[src/rtl/hysteresis_setpoint_stepper_defines.svh]
// Assertion macros for the hysteresis setpoint stepper.
// Included by the top level; no other dependencies.
`ifndef HYSTERESIS_SETPOINT_STEPPER_DEFINES_SVH
`define HYSTERESIS_SETPOINT_STEPPER_DEFINES_SVH

// Same-cycle implication, disabled while reset is high.
`define HSS_ASSERT_IMP(label, clk, rst, ante, cons) \
   label: assert property (@(posedge clk) disable iff (rst) (ante) |-> (cons)) \
      else $error("hss assertion failed: same-cycle implication");

// Next-cycle implication, disabled while reset is high.
`define HSS_ASSERT_NXT(label, clk, rst, ante, cons) \
   label: assert property (@(posedge clk) disable iff (rst) (ante) |=> (cons)) \
      else $error("hss assertion failed: next-cycle implication");

`endif

[src/rtl/hss_pkg.sv]
// Shared types and constants for the hysteresis setpoint stepper.
// No dependencies; used by every module of the block except hss_fifo.
`default_nettype none

package hss_pkg;

   localparam int TIMER_BITS_DEFAULT = 16;
   localparam int CMD_DEPTH_DEFAULT  = 2;
   localparam int RSP_DEPTH_DEFAULT  = 2;

   // input event kinds
   localparam logic [2:0] KIND_TICK      = 3'd0;
   localparam logic [2:0] KIND_SAMPLE    = 3'd1;
   localparam logic [2:0] KIND_ON        = 3'd2;
   localparam logic [2:0] KIND_OFF       = 3'd3;
   localparam logic [2:0] KIND_SET_STEP  = 3'd4;
   localparam logic [2:0] KIND_BAND_STEP = 3'd5;
   localparam logic [2:0] KIND_LIGHT     = 3'd6;

   // result causes
   localparam logic [2:0] CAUSE_ON     = 3'd0;
   localparam logic [2:0] CAUSE_OFF    = 3'd1;
   localparam logic [2:0] CAUSE_MANUAL = 3'd2;
   localparam logic [2:0] CAUSE_AUTO   = 3'd3;
   localparam logic [2:0] CAUSE_LIGHT  = 3'd4;

   // register indexes
   localparam logic [2:0] REG_INTERVAL   = 3'd0;
   localparam logic [2:0] REG_SP_MIN     = 3'd1;
   localparam logic [2:0] REG_SP_MAX     = 3'd2;
   localparam logic [2:0] REG_SP_DEFAULT = 3'd3;
   localparam logic [2:0] REG_LOW_BASE   = 3'd4;
   localparam logic [2:0] REG_HIGH_BASE  = 3'd5;
   localparam logic [2:0] REG_STRIDE     = 3'd6;
   localparam logic [2:0] REG_STEPS      = 3'd7;

   // reset values
   localparam logic [15:0] RST_INTERVAL   = 16'd300;
   localparam logic [4:0]  RST_SP_MIN     = 5'd24;
   localparam logic [4:0]  RST_SP_MAX     = 5'd28;
   localparam logic [4:0]  RST_SP_DEFAULT = 5'd24;
   localparam logic [11:0] RST_LOW_BASE   = 12'd234;
   localparam logic [11:0] RST_HIGH_BASE  = 12'd250;
   localparam logic [5:0]  RST_STRIDE     = 6'd2;
   localparam logic [3:0]  RST_STEPS      = 4'd6;
   localparam logic [4:0]  RST_SETPOINT   = 5'd24;
   localparam logic [2:0]  RST_BAND       = 3'd3;

   typedef enum logic [2:0] {
      OP_TICK,
      OP_SAMPLE,
      OP_ON,
      OP_OFF,
      OP_SET_STEP,
      OP_BAND_STEP,
      OP_LIGHT,
      OP_NONE
   } op_type;

   typedef struct packed {
      op_type             op;
      logic signed [11:0] temp;
   } cmd_type;

   typedef struct packed {
      logic       power;
      logic [4:0] setpoint;
      logic       light;
      logic [2:0] cause;
   } res_type;

   typedef struct packed {
      logic [15:0] interval;
      logic [4:0]  sp_min;
      logic [4:0]  sp_max;
      logic [4:0]  sp_default;
      logic [11:0] low_base;
      logic [11:0] high_base;
      logic [5:0]  stride;
      logic [3:0]  steps;
   } cfg_type;

endpackage

`default_nettype wire

[src/rtl/hysteresis_setpoint_stepper.sv]
// Top level of the hysteresis setpoint stepper: register port, front, queues, back.
// Depends on hss_pkg, hss_fifo, hss_front, hss_back and the defines header.
//
// Usage:
//  Events enter on the request queue port: drive req_kind / req_temperature_tenths
//  with push high; the transfer happens on a rising edge with push high and full low.
//  Commands go out on the response queue port: while empty is low the oldest command
//  sits on rsp_*, and pop high with empty low completes the transfer.
//  A command reaches rsp_* through the front stage register (loaded at the event
//  transfer edge), then the command queue, then the result queue.
//  Throughput: one event per cycle while the command queue has room; the back end
//  executes one command per cycle, limited only by space in the result queue.
//  Events that cause no command (ticks, band steps, ignored requests) leave nothing
//  on the response side.
//  If the receiver stalls, the result queue fills, the back end stops reading the
//  command queue, that fills, and full rises on the request side.
//  Reset (synchronous, active high) empties both queues, loads register defaults,
//  turns power and light off, sets the setpoint to 24, band index to 3, timer to 0.
//  Registers (APB, 4-byte stride) should only be written while the block is idle.
`default_nettype none

`include "hysteresis_setpoint_stepper_defines.svh"

module hysteresis_setpoint_stepper #(
   parameter int TIMER_BITS = hss_pkg::TIMER_BITS_DEFAULT,
   parameter int CMD_DEPTH  = hss_pkg::CMD_DEPTH_DEFAULT,
   parameter int RSP_DEPTH  = hss_pkg::RSP_DEPTH_DEFAULT
) (
   input  wire logic               clock,
   input  wire logic               reset,
   // request queue
   input  wire logic               push,
   output logic                    full,
   input  wire logic [2:0]         req_kind,
   input  wire logic signed [11:0] req_temperature_tenths,
   // response queue
   output logic                    empty,
   input  wire logic               pop,
   output logic                    rsp_power,
   output logic [4:0]              rsp_setpoint_degrees,
   output logic                    rsp_light,
   output logic [2:0]              rsp_cause,
   // register port
   input  wire logic               psel,
   input  wire logic               penable,
   input  wire logic               pwrite,
   input  wire logic [4:0]         paddr,
   input  wire logic [31:0]        pwdata,
   output logic [31:0]             prdata,
   output logic                    pready
);

   hss_pkg::cfg_type cfg_ff, cfg_in;
   logic             csr_wr;
   logic [2:0]       csr_idx;

   logic             cmd_wr, cmd_rd, cmd_empty, cmd_full;
   hss_pkg::cmd_type cmd_wr_data, cmd_rd_data;
   logic             res_wr, res_full;
   hss_pkg::res_type res_wr_data, res_rd_data;

   // ---------------- register port ----------------
   assign pready  = 1'b1;
   assign csr_wr  = psel && penable && pwrite && pready;
   assign csr_idx = paddr[4:2];

   always_comb begin
      cfg_in = cfg_ff;
      if (csr_wr) begin
         unique case (csr_idx)
            hss_pkg::REG_INTERVAL:   cfg_in.interval   = pwdata[15:0];
            hss_pkg::REG_SP_MIN:     cfg_in.sp_min     = pwdata[4:0];
            hss_pkg::REG_SP_MAX:     cfg_in.sp_max     = pwdata[4:0];
            hss_pkg::REG_SP_DEFAULT: cfg_in.sp_default = pwdata[4:0];
            hss_pkg::REG_LOW_BASE:   cfg_in.low_base   = pwdata[11:0];
            hss_pkg::REG_HIGH_BASE:  cfg_in.high_base  = pwdata[11:0];
            hss_pkg::REG_STRIDE:     cfg_in.stride     = pwdata[5:0];
            hss_pkg::REG_STEPS:      cfg_in.steps      = pwdata[3:0];
            default:                 cfg_in            = cfg_ff;
         endcase
      end
   end

   // readback, zero extended
   always_comb begin
      unique case (csr_idx)
         hss_pkg::REG_INTERVAL:   prdata = 32'(cfg_ff.interval);
         hss_pkg::REG_SP_MIN:     prdata = 32'(cfg_ff.sp_min);
         hss_pkg::REG_SP_MAX:     prdata = 32'(cfg_ff.sp_max);
         hss_pkg::REG_SP_DEFAULT: prdata = 32'(cfg_ff.sp_default);
         hss_pkg::REG_LOW_BASE:   prdata = 32'(cfg_ff.low_base);
         hss_pkg::REG_HIGH_BASE:  prdata = 32'(cfg_ff.high_base);
         hss_pkg::REG_STRIDE:     prdata = 32'(cfg_ff.stride);
         hss_pkg::REG_STEPS:      prdata = 32'(cfg_ff.steps);
         default:                 prdata = '0;
      endcase
   end

   always_ff @(posedge clock) begin
      if (reset) begin
         cfg_ff.interval   <= hss_pkg::RST_INTERVAL;
         cfg_ff.sp_min     <= hss_pkg::RST_SP_MIN;
         cfg_ff.sp_max     <= hss_pkg::RST_SP_MAX;
         cfg_ff.sp_default <= hss_pkg::RST_SP_DEFAULT;
         cfg_ff.low_base   <= hss_pkg::RST_LOW_BASE;
         cfg_ff.high_base  <= hss_pkg::RST_HIGH_BASE;
         cfg_ff.stride     <= hss_pkg::RST_STRIDE;
         cfg_ff.steps      <= hss_pkg::RST_STEPS;
      end else begin
         cfg_ff <= cfg_in;
      end
   end

   // ---------------- front: accept and classify ----------------
   hss_front u_front (
      .clock                  (clock),
      .reset                  (reset),
      .push                   (push),
      .full                   (full),
      .req_kind               (req_kind),
      .req_temperature_tenths (req_temperature_tenths),
      .cmd_wr                 (cmd_wr),
      .cmd_data               (cmd_wr_data),
      .cmd_full               (cmd_full)
   );

   // command queue decouples front and back
   hss_fifo #(
      .WIDTH ($bits(hss_pkg::cmd_type)),
      .DEPTH (CMD_DEPTH)
   ) u_cmd_q (
      .clock   (clock),
      .reset   (reset),
      .wr_en   (cmd_wr),
      .wr_data (cmd_wr_data),
      .rd_en   (cmd_rd),
      .rd_data (cmd_rd_data),
      .empty   (cmd_empty),
      .full    (cmd_full)
   );

   // ---------------- back: execute ----------------
   hss_back #(
      .TIMER_BITS (TIMER_BITS)
   ) u_back (
      .clock     (clock),
      .reset     (reset),
      .cfg       (cfg_ff),
      .cmd_data  (cmd_rd_data),
      .cmd_empty (cmd_empty),
      .cmd_rd    (cmd_rd),
      .res_wr    (res_wr),
      .res_data  (res_wr_data),
      .res_full  (res_full)
   );

   // result queue doubles as the output register
   hss_fifo #(
      .WIDTH ($bits(hss_pkg::res_type)),
      .DEPTH (RSP_DEPTH)
   ) u_rsp_q (
      .clock   (clock),
      .reset   (reset),
      .wr_en   (res_wr),
      .wr_data (res_wr_data),
      .rd_en   (pop),
      .rd_data (res_rd_data),
      .empty   (empty),
      .full    (res_full)
   );

   assign rsp_power            = res_rd_data.power;
   assign rsp_setpoint_degrees = res_rd_data.setpoint;
   assign rsp_light            = res_rd_data.light;
   assign rsp_cause            = res_rd_data.cause;

   // ---------------- checks ----------------
   // back end never executes into a full result queue
   `HSS_ASSERT_IMP(a_no_exec_when_full, clock, reset, res_full, !cmd_rd)
   // pending command with room downstream is always taken
   `HSS_ASSERT_IMP(a_back_drains, clock, reset, !cmd_empty && !res_full, cmd_rd)
   // a power off command always carries power low, power on power high
   `HSS_ASSERT_IMP(a_off_power, clock, reset,
      !empty && (rsp_cause == hss_pkg::CAUSE_OFF), !rsp_power)
   `HSS_ASSERT_IMP(a_on_power, clock, reset,
      !empty && (rsp_cause == hss_pkg::CAUSE_ON), rsp_power)
   // an executed command leaves the result queue non-empty when it writes
   `HSS_ASSERT_NXT(a_result_lands, clock, reset, res_wr, !empty)

endmodule

`default_nettype wire

[src/rtl/hss_fifo.sv]
// Small synchronous queue used for the command and result paths.
// No package dependencies.
`default_nettype none

module hss_fifo #(
   parameter int WIDTH = 8,
   parameter int DEPTH = 2
) (
   input  wire logic             clock,
   input  wire logic             reset,
   input  wire logic             wr_en,
   input  wire logic [WIDTH-1:0] wr_data,
   input  wire logic             rd_en,
   output logic      [WIDTH-1:0] rd_data,
   output logic                  empty,
   output logic                  full
);

   localparam int PTR_W = (DEPTH > 1) ? $clog2(DEPTH) : 1;
   localparam int CNT_W = $clog2(DEPTH + 1);
   localparam logic [PTR_W-1:0] PTR_LAST = PTR_W'(DEPTH - 1);
   localparam logic [CNT_W-1:0] CNT_FULL = CNT_W'(DEPTH);

   logic [WIDTH-1:0] mem_ff [DEPTH];
   logic [PTR_W-1:0] wr_ptr_ff, wr_ptr_in;
   logic [PTR_W-1:0] rd_ptr_ff, rd_ptr_in;
   logic [CNT_W-1:0] count_ff, count_in;
   logic             do_wr, do_rd;

   assign empty   = (count_ff == '0);
   assign full    = (count_ff == CNT_FULL);
   assign do_wr   = wr_en && !full;
   assign do_rd   = rd_en && !empty;
   assign rd_data = mem_ff[rd_ptr_ff];

   always_comb begin
      wr_ptr_in = wr_ptr_ff;
      rd_ptr_in = rd_ptr_ff;
      count_in  = count_ff;
      if (do_wr) begin
         wr_ptr_in = (wr_ptr_ff == PTR_LAST) ? '0 : wr_ptr_ff + 1'b1;
      end
      if (do_rd) begin
         rd_ptr_in = (rd_ptr_ff == PTR_LAST) ? '0 : rd_ptr_ff + 1'b1;
      end
      if (do_wr && !do_rd) begin
         count_in = count_ff + 1'b1;
      end else if (do_rd && !do_wr) begin
         count_in = count_ff - 1'b1;
      end
   end

   always_ff @(posedge clock) begin
      if (reset) begin
         wr_ptr_ff <= '0;
         rd_ptr_ff <= '0;
         count_ff  <= '0;
      end else begin
         wr_ptr_ff <= wr_ptr_in;
         rd_ptr_ff <= rd_ptr_in;
         count_ff  <= count_in;
      end
   end

   always_ff @(posedge clock) begin
      if (do_wr) begin
         mem_ff[wr_ptr_ff] <= wr_data;
      end
   end

endmodule

`default_nettype wire

[src/rtl/hss_front.sv]
// Front end: accepts events, classifies the kind and stages a command.
// Depends on hss_pkg.
`default_nettype none

module hss_front (
   input  wire logic               clock,
   input  wire logic               reset,
   input  wire logic               push,
   output logic                    full,
   input  wire logic [2:0]         req_kind,
   input  wire logic signed [11:0] req_temperature_tenths,
   output logic                    cmd_wr,
   output hss_pkg::cmd_type        cmd_data,
   input  wire logic               cmd_full
);

   logic             valid_ff, valid_in;
   hss_pkg::cmd_type cmd_ff, cmd_in;
   hss_pkg::op_type  op_dec;
   logic             can_load;

   always_comb begin
      unique case (req_kind)
         hss_pkg::KIND_TICK:      op_dec = hss_pkg::OP_TICK;
         hss_pkg::KIND_SAMPLE:    op_dec = hss_pkg::OP_SAMPLE;
         hss_pkg::KIND_ON:        op_dec = hss_pkg::OP_ON;
         hss_pkg::KIND_OFF:       op_dec = hss_pkg::OP_OFF;
         hss_pkg::KIND_SET_STEP:  op_dec = hss_pkg::OP_SET_STEP;
         hss_pkg::KIND_BAND_STEP: op_dec = hss_pkg::OP_BAND_STEP;
         hss_pkg::KIND_LIGHT:     op_dec = hss_pkg::OP_LIGHT;
         default:                 op_dec = hss_pkg::OP_NONE;
      endcase
   end

   assign cmd_wr   = valid_ff && !cmd_full;
   assign cmd_data = cmd_ff;
   assign can_load = !valid_ff || cmd_wr;
   assign full     = !can_load;

   // unused kinds are taken and dropped here
   always_comb begin
      valid_in = valid_ff;
      cmd_in   = cmd_ff;
      if (can_load) begin
         valid_in    = push && (op_dec != hss_pkg::OP_NONE);
         cmd_in.op   = op_dec;
         cmd_in.temp = req_temperature_tenths;
      end
   end

   always_ff @(posedge clock) begin
      if (reset) begin
         valid_ff <= 1'b0;
      end else begin
         valid_ff <= valid_in;
      end
   end

   always_ff @(posedge clock) begin
      cmd_ff <= cmd_in;
   end

endmodule

`default_nettype wire

[src/rtl/hss_back.sv]
// Back end: holds power, setpoint, light, timer and band state and executes commands.
// Depends on hss_pkg.
`default_nettype none

module hss_back #(
   parameter int TIMER_BITS = hss_pkg::TIMER_BITS_DEFAULT
) (
   input  wire logic             clock,
   input  wire logic             reset,
   input  wire hss_pkg::cfg_type cfg,
   input  wire hss_pkg::cmd_type cmd_data,
   input  wire logic             cmd_empty,
   output logic                  cmd_rd,
   output logic                  res_wr,
   output hss_pkg::res_type      res_data,
   input  wire logic             res_full
);

   localparam int CMP_W = (TIMER_BITS > 16) ? TIMER_BITS : 16;

   logic                  powered_ff, powered_in;
   logic [4:0]            setpoint_ff, setpoint_in;
   logic                  light_ff, light_in;
   logic [TIMER_BITS-1:0] elapsed_ff, elapsed_in;
   logic [2:0]            band_ff, band_in;

   logic [8:0]         shift;
   logic signed [12:0] lo_lim, hi_lim, temp_x;
   logic [4:0]         auto_sp;
   logic               interval_done;
   logic [3:0]         band_next;

   assign cmd_rd = !cmd_empty && !res_full;

   // band limits: base plus index times stride
   assign shift  = 9'(band_ff * cfg.stride);
   assign lo_lim = {cfg.low_base[11], cfg.low_base} + {4'b0000, shift};
   assign hi_lim = {cfg.high_base[11], cfg.high_base} + {4'b0000, shift};
   assign temp_x = {cmd_data.temp[11], cmd_data.temp};

   assign interval_done = !(CMP_W'(elapsed_ff) < CMP_W'(cfg.interval));
   assign band_next     = {1'b0, band_ff} + 4'd1;

   always_comb begin
      if ((temp_x > hi_lim) && (setpoint_ff > cfg.sp_min)) begin
         auto_sp = setpoint_ff - 5'd1;
      end else if ((temp_x < lo_lim) && (setpoint_ff < cfg.sp_max)) begin
         auto_sp = setpoint_ff + 5'd1;
      end else begin
         auto_sp = setpoint_ff;
      end
   end

   always_comb begin
      powered_in        = powered_ff;
      setpoint_in       = setpoint_ff;
      light_in          = light_ff;
      elapsed_in        = elapsed_ff;
      band_in           = band_ff;
      res_wr            = 1'b0;
      res_data.power    = powered_ff;
      res_data.setpoint = setpoint_ff;
      res_data.light    = light_ff;
      res_data.cause    = hss_pkg::CAUSE_LIGHT;
      if (cmd_rd) begin
         case (cmd_data.op)
            hss_pkg::OP_TICK: begin
               if (elapsed_ff != '1) begin
                  elapsed_in = elapsed_ff + 1'b1;
               end
            end
            hss_pkg::OP_SAMPLE: begin
               if (powered_ff && interval_done) begin
                  elapsed_in = '0;
                  if (auto_sp != setpoint_ff) begin
                     setpoint_in       = auto_sp;
                     res_wr            = 1'b1;
                     res_data.power    = 1'b1;
                     res_data.setpoint = auto_sp;
                     res_data.cause    = hss_pkg::CAUSE_AUTO;
                  end
               end
            end
            hss_pkg::OP_ON: begin
               if (!powered_ff) begin
                  powered_in        = 1'b1;
                  setpoint_in       = cfg.sp_default;
                  elapsed_in        = '0;
                  res_wr            = 1'b1;
                  res_data.power    = 1'b1;
                  res_data.setpoint = cfg.sp_default;
                  res_data.cause    = hss_pkg::CAUSE_ON;
               end
            end
            hss_pkg::OP_OFF: begin
               if (powered_ff) begin
                  powered_in        = 1'b0;
                  res_wr            = 1'b1;
                  res_data.power    = 1'b0;
                  res_data.setpoint = cfg.sp_default;
                  res_data.cause    = hss_pkg::CAUSE_OFF;
               end
            end
            hss_pkg::OP_SET_STEP: begin
               if (powered_ff) begin
                  setpoint_in = (setpoint_ff >= cfg.sp_max) ? cfg.sp_min
                                                            : setpoint_ff + 5'd1;
                  res_wr            = 1'b1;
                  res_data.power    = 1'b1;
                  res_data.setpoint = setpoint_in;
                  res_data.cause    = hss_pkg::CAUSE_MANUAL;
               end
            end
            hss_pkg::OP_BAND_STEP: begin
               band_in = (band_next >= cfg.steps) ? 3'd0 : band_next[2:0];
            end
            hss_pkg::OP_LIGHT: begin
               light_in       = !light_ff;
               res_wr         = 1'b1;
               res_data.light = !light_ff;
               res_data.cause = hss_pkg::CAUSE_LIGHT;
            end
            default: begin
            end
         endcase
      end
   end

   always_ff @(posedge clock) begin
      if (reset) begin
         powered_ff  <= 1'b0;
         setpoint_ff <= hss_pkg::RST_SETPOINT;
         light_ff    <= 1'b0;
         elapsed_ff  <= '0;
         band_ff     <= hss_pkg::RST_BAND;
      end else begin
         powered_ff  <= powered_in;
         setpoint_ff <= setpoint_in;
         light_ff    <= light_in;
         elapsed_ff  <= elapsed_in;
         band_ff     <= band_in;
      end
   end

endmodule

`default_nettype wire

[config.mk]
export PLATFORM = sky130hd
export DESIGN_NAME = hysteresis_setpoint_stepper
export DESIGN_NICKNAME = d
export VERILOG_FILES = /design/src/rtl/hss_pkg.sv /design/src/rtl/hysteresis_setpoint_stepper.sv /design/src/rtl/hss_fifo.sv /design/src/rtl/hss_front.sv /design/src/rtl/hss_back.sv
export VERILOG_INCLUDE_DIRS = /design/src /design/src/rtl
export SDC_FILE = /design/constraint.sdc
export NUM_CORES = 1
export LEC_CHECK = 0
export BUFFER_PORTS_ARGS = -buffer_cell sky130_fd_sc_hd__buf_2
export CAP_MARGIN = 20
export CELL_PAD_IN_SITES_DETAIL_PLACEMENT = 2
export CELL_PAD_IN_SITES_GLOBAL_PLACEMENT = 2
export CORE_ASPECT_RATIO = 1.5
export CORE_MARGIN = 4
export CORE_UTILIZATION = 38
export DETAILED_ROUTE_END_ITERATION = 7
export PLACE_DENSITY = 0.79
export SLEW_MARGIN = 20
export SYNTH_ARGS = -nofsm -noshare
export SYNTH_HDL_FRONTEND = slang
export SYNTH_SLANG_ARGS = --single-unit
[constraint.sdc]
create_clock -name clock -period 7.5 [get_ports clock]
set_input_delay 1.5 -clock clock [delete_from_list [all_inputs] [get_ports clock]]
set_output_delay 1.5 -clock clock [all_outputs]
set_load 0.02 [all_outputs]
==> results.toml <==
[floorplanning]
core_mm2 = 0.0272
die_h_um = 212
io_pins = 104
rows = 74
dieArea_mm2 = 0.0304
initial_core_util_pct = 38.6
dieWidth_um = 144

[global_route]
antenna_found_initial = 0
grt_overflow = 0
grt_max_degree = 67
track_usage_pct = 22.2
grt_pass1_wl_mm = 51.7
grt_pass1_vias = 9533

[power_and_ir_drop]
power_mw = 2.94
ir_drop_v = 0.000169
p_seq_share_pct = 36.9
p_leak_nw = 4.61
swShare_pct = 36.3
p_per_area_mw_per_mm2 = 251
pwr-share-comb_pct = 31.3
p_int_mw = 1.87
switchingPower_mw = 1.07
power_frac_clock_pct = 31.8

[cells_and_area]
register_area_mm2 = 0.00399
syn_to_final_growth_pct = 11.4
n_fill_cell = 3029
drive_above_1_share_pct = 14.6
final_nets = 1338
final_cell_mix = "120 x nand2_1, 102 x dfxtp_1, 95 x nor2_1"
final_common_cell = "nand2_1"
multi_input_area_mm2 = 0.00599
antenna_cells = 0
design_area_mm2 = 0.0117

[routing]
viasPerCell = 5.63
first_pass_iters = 4
vias = 8657
routed.top_layer = "met4"
totalWireLength_mm = 33.1
drt-initial-drc-count = 268
drc = 0
ant_nets = 0
wl_met3_um = 700
wl_per_cell_um = 21.5
wl_met2_mm = 18.5
met1_length_mm = 12.4

[hold_path]
min_path_type = "register to register"

[critical_path]
crit_type = "register to register"
cp.depth = 25
endpoint = "u_rsp_q.count_ff[1]$_SDFFE_PP0P_"
crit_family = "compound AO/OA/AOI/OAI gates"
cp-start-kind = "register"
endpoint_kind = "register"
rr_startpoint = "u_back.band_ff[2]$_SDFFE_PP0P_"
r2r_cells = 25
startpoint = "u_back.band_ff[2]$_SDFFE_PP0P_"
worstPathArrival_ns = 7.20
reg2reg_slack_ns = 0.68
critPathRequiredTime_ns = 7.88
path_max_fanout = 10
r2r_end = "u_rsp_q.count_ff[1]$_SDFFE_PP0P_"
critPathSlowestCell = "fa_1"
crit_buf_inv = 2
cpPeakStageDelay_ns = 0.54

[sta]
final_max_slew_viol_count = 0
hold_viol = 0
setup_viol = 0
fin_skew_ns = 0.0111
worst_slack_ns = 0.676
grt_setup_unrepaired = "false"
period_needed_ns = 6.82
fmax_mhz = 147
setup_tns_ns = 0
tightest_slew_ns = 1.04
fin_crit_sh_pct = 91.0
slew_headroom_pct = 30.7

[clock_network]
root_buffer = "clkbuf_16"
clk_pin_slew_ns = 0.07
cts_resized = 0
cts_made_buffers = 17
cts_max_level = 4
cts_buffer_depth = 2
cts_setup_buffers = 0
cts.sinks = 167
insertion_delay_ns = 0.46
cts_tree = "yes"
hold_buffers = 0

[synth]
synth_cell_types = 86
synth_edf_count = 65
synth-main-ff-cell = "dfxtp_1"
synth-seq-area-share_pct = 38.0
yosys_warnings = 0
syn_area_mm2 = 0.0105
syn_avg_cell_area_um2 = 9.26
syn-instance-count = 1135
synth-async-reset-ratio_pct = 0
synth-seq-cells = 167

[placed_design]
dpl-instance-area_mm2 = 0.0111
port-buffer-count = 68
place.gp.congestion = 0.852
place_hpwl_mm = 25.9
dp_slack_ns = 0.718

[run]
maxCapViolCount = 0

[outcome]
status = "finished, final reports clean"
cell type report:
class	count	share of cell area, %
clock buffers	19	3.88
clock inverters	13	1.38
inverters	76	2.44
multi-input cells	846	51.1
flip-flops and latches	167	34.1
well taps	342	3.65
repair buffers	76	3.42
per-stage QoR:
step / hold WS (ns) / instances / utilization (%)
4_1_cts: 0.452 / 1539 / 43.0
5_1_grt: 0.469 / 1539 / 43.0
3_3_place_gp: 0.425 / 1507 / 40.7
3_5_place_dp: 0.432 / 1507 / 40.7
2_1_floorplan: 0.421 / 1150 / -
6_report: 0.449 / 1539 / 43.0
cells by family (layout without fill, tap and decap cells):
family / count (synthesis) / in the layout / share of synthesized area, %
DFF: 167 / 167 / 38.0
other: 2 / 17 / 0.0714
adders and majority gates: 95 / 95 / 11.8
muxes: 74 / 74 / 7.93
and+or+nand+nor: 355 / 355 / 16.0
AOI/OAI and AO/OA: 263 / 263 / 17.0
xor gates and xnor gates: 42 / 42 / 3.50
buffers and inverters: 137 / 184 / 5.74
power by group through the flow:
stage	Sequential (mW)	Clock, mW	Combinational (mW)
floorplan	1.07	0	0.680
global placement	1.10	0	0.871
detailed placement	1.11	0	0.910
CTS	1.09	0.955	0.927
global route	1.10	0.989	1.01
finish	1.09	0.934	0.921
routing by layer:
metal / vias to the layer above / track usage (%)
met4: 0 / 11.2
met3: 70 / 2.76
met2: 145 / 42.6
li1: 4109 / -
met1: 4333 / 23.3
met5: - / 0
registers in the layout, indices dropped and copies added, names as in the netlist, named ones only:
name	cells
u_cmd_q.wr_ptr_ff	1
u_rsp_q.rd_ptr_ff	1
u_rsp_q.count_ff	2
u_back.powered_ff	1
u_rsp_q.wr_ptr_ff	1
u_front.cmd_data	15
u_front.valid_ff	1
cfg_ff	65
u_cmd_q.mem_ff	30
u_rsp_q.mem_ff	20
u_back.setpoint_ff	5
u_back.light_ff	1
u_cmd_q.count_ff	2
u_back.band_ff	3
u_cmd_q.rd_ptr_ff	1
u_back.elapsed_ff	16
worst min path at each step:
stage                                               from                               to  slack, ns  depth (start not counted)
after detailed placement   u_front.cmd_data[6]$_DFFE_PN_   u_cmd_q.mem_ff[0][6]$_DFFE_PP_       0.43                          0
after CTS                 u_front.cmd_data[13]$_DFFE_PN_  u_cmd_q.mem_ff[1][13]$_DFFE_PP_       0.45                          0
after global routing       u_front.cmd_data[0]$_DFFE_PN_   u_cmd_q.mem_ff[1][0]$_DFFE_PP_       0.47                          0
after floorplan            u_front.cmd_data[0]$_DFFE_PN_   u_cmd_q.mem_ff[0][0]$_DFFE_PP_       0.42                          0
final                      u_front.cmd_data[7]$_DFFE_PN_   u_cmd_q.mem_ff[0][7]$_DFFE_PP_       0.45                          0
after global placement    u_front.cmd_data[10]$_DFFE_PN_  u_cmd_q.mem_ff[0][10]$_DFFE_PP_       0.42                          0
synthesized netlist by cell type, types with 4 or more instances:
library cell | instances | area share [%]
a21o_1 | 13 | 0.93
o21ai_0 | 41 | 2.0
edfxtp_1 | 65 | 19
xnor2_1 | 25 | 2.1
nand4_1 | 7 | 0.42
inv_1 | 75 | 2.7
o21a_1 | 4 | 0.29
fa_1 | 7 | 1.3
buf_1 | 4 | 0.14
o211ai_1 | 23 | 1.6
buf_4 | 18 | 1.3
nand2b_1 | 12 | 0.71
nand2_1 | 120 | 4.3
xor2_1 | 17 | 1.4
nor2b_1 | 13 | 0.77
nand3_1 | 23 | 1.1
and3_1 | 12 | 0.71
a211o_1 | 9 | 0.75
nor3_1 | 17 | 0.81
a211oi_1 | 10 | 0.71
mux2i_1 | 39 | 3.7
ha_1 | 88 | 10
nor2_1 | 95 | 3.4
a21boi_0 | 4 | 0.29
dfxtp_1 | 102 | 19
and2_1 | 17 | 1.0
a31oi_1 | 5 | 0.30
mux2_2 | 30 | 3.2
buf_2 | 4 | 0.19
o21ai_1 | 10 | 0.48
a22oi_1 | 8 | 0.57
a21oi_1 | 86 | 4.1
clkbuf_1 | 32 | 1.1
nor3_2 | 5 | 0.48
or3_1 | 11 | 0.65
or2_2 | 4 | 0.24
o31ai_1 | 6 | 0.43
(Power assumes the default switching activity.)
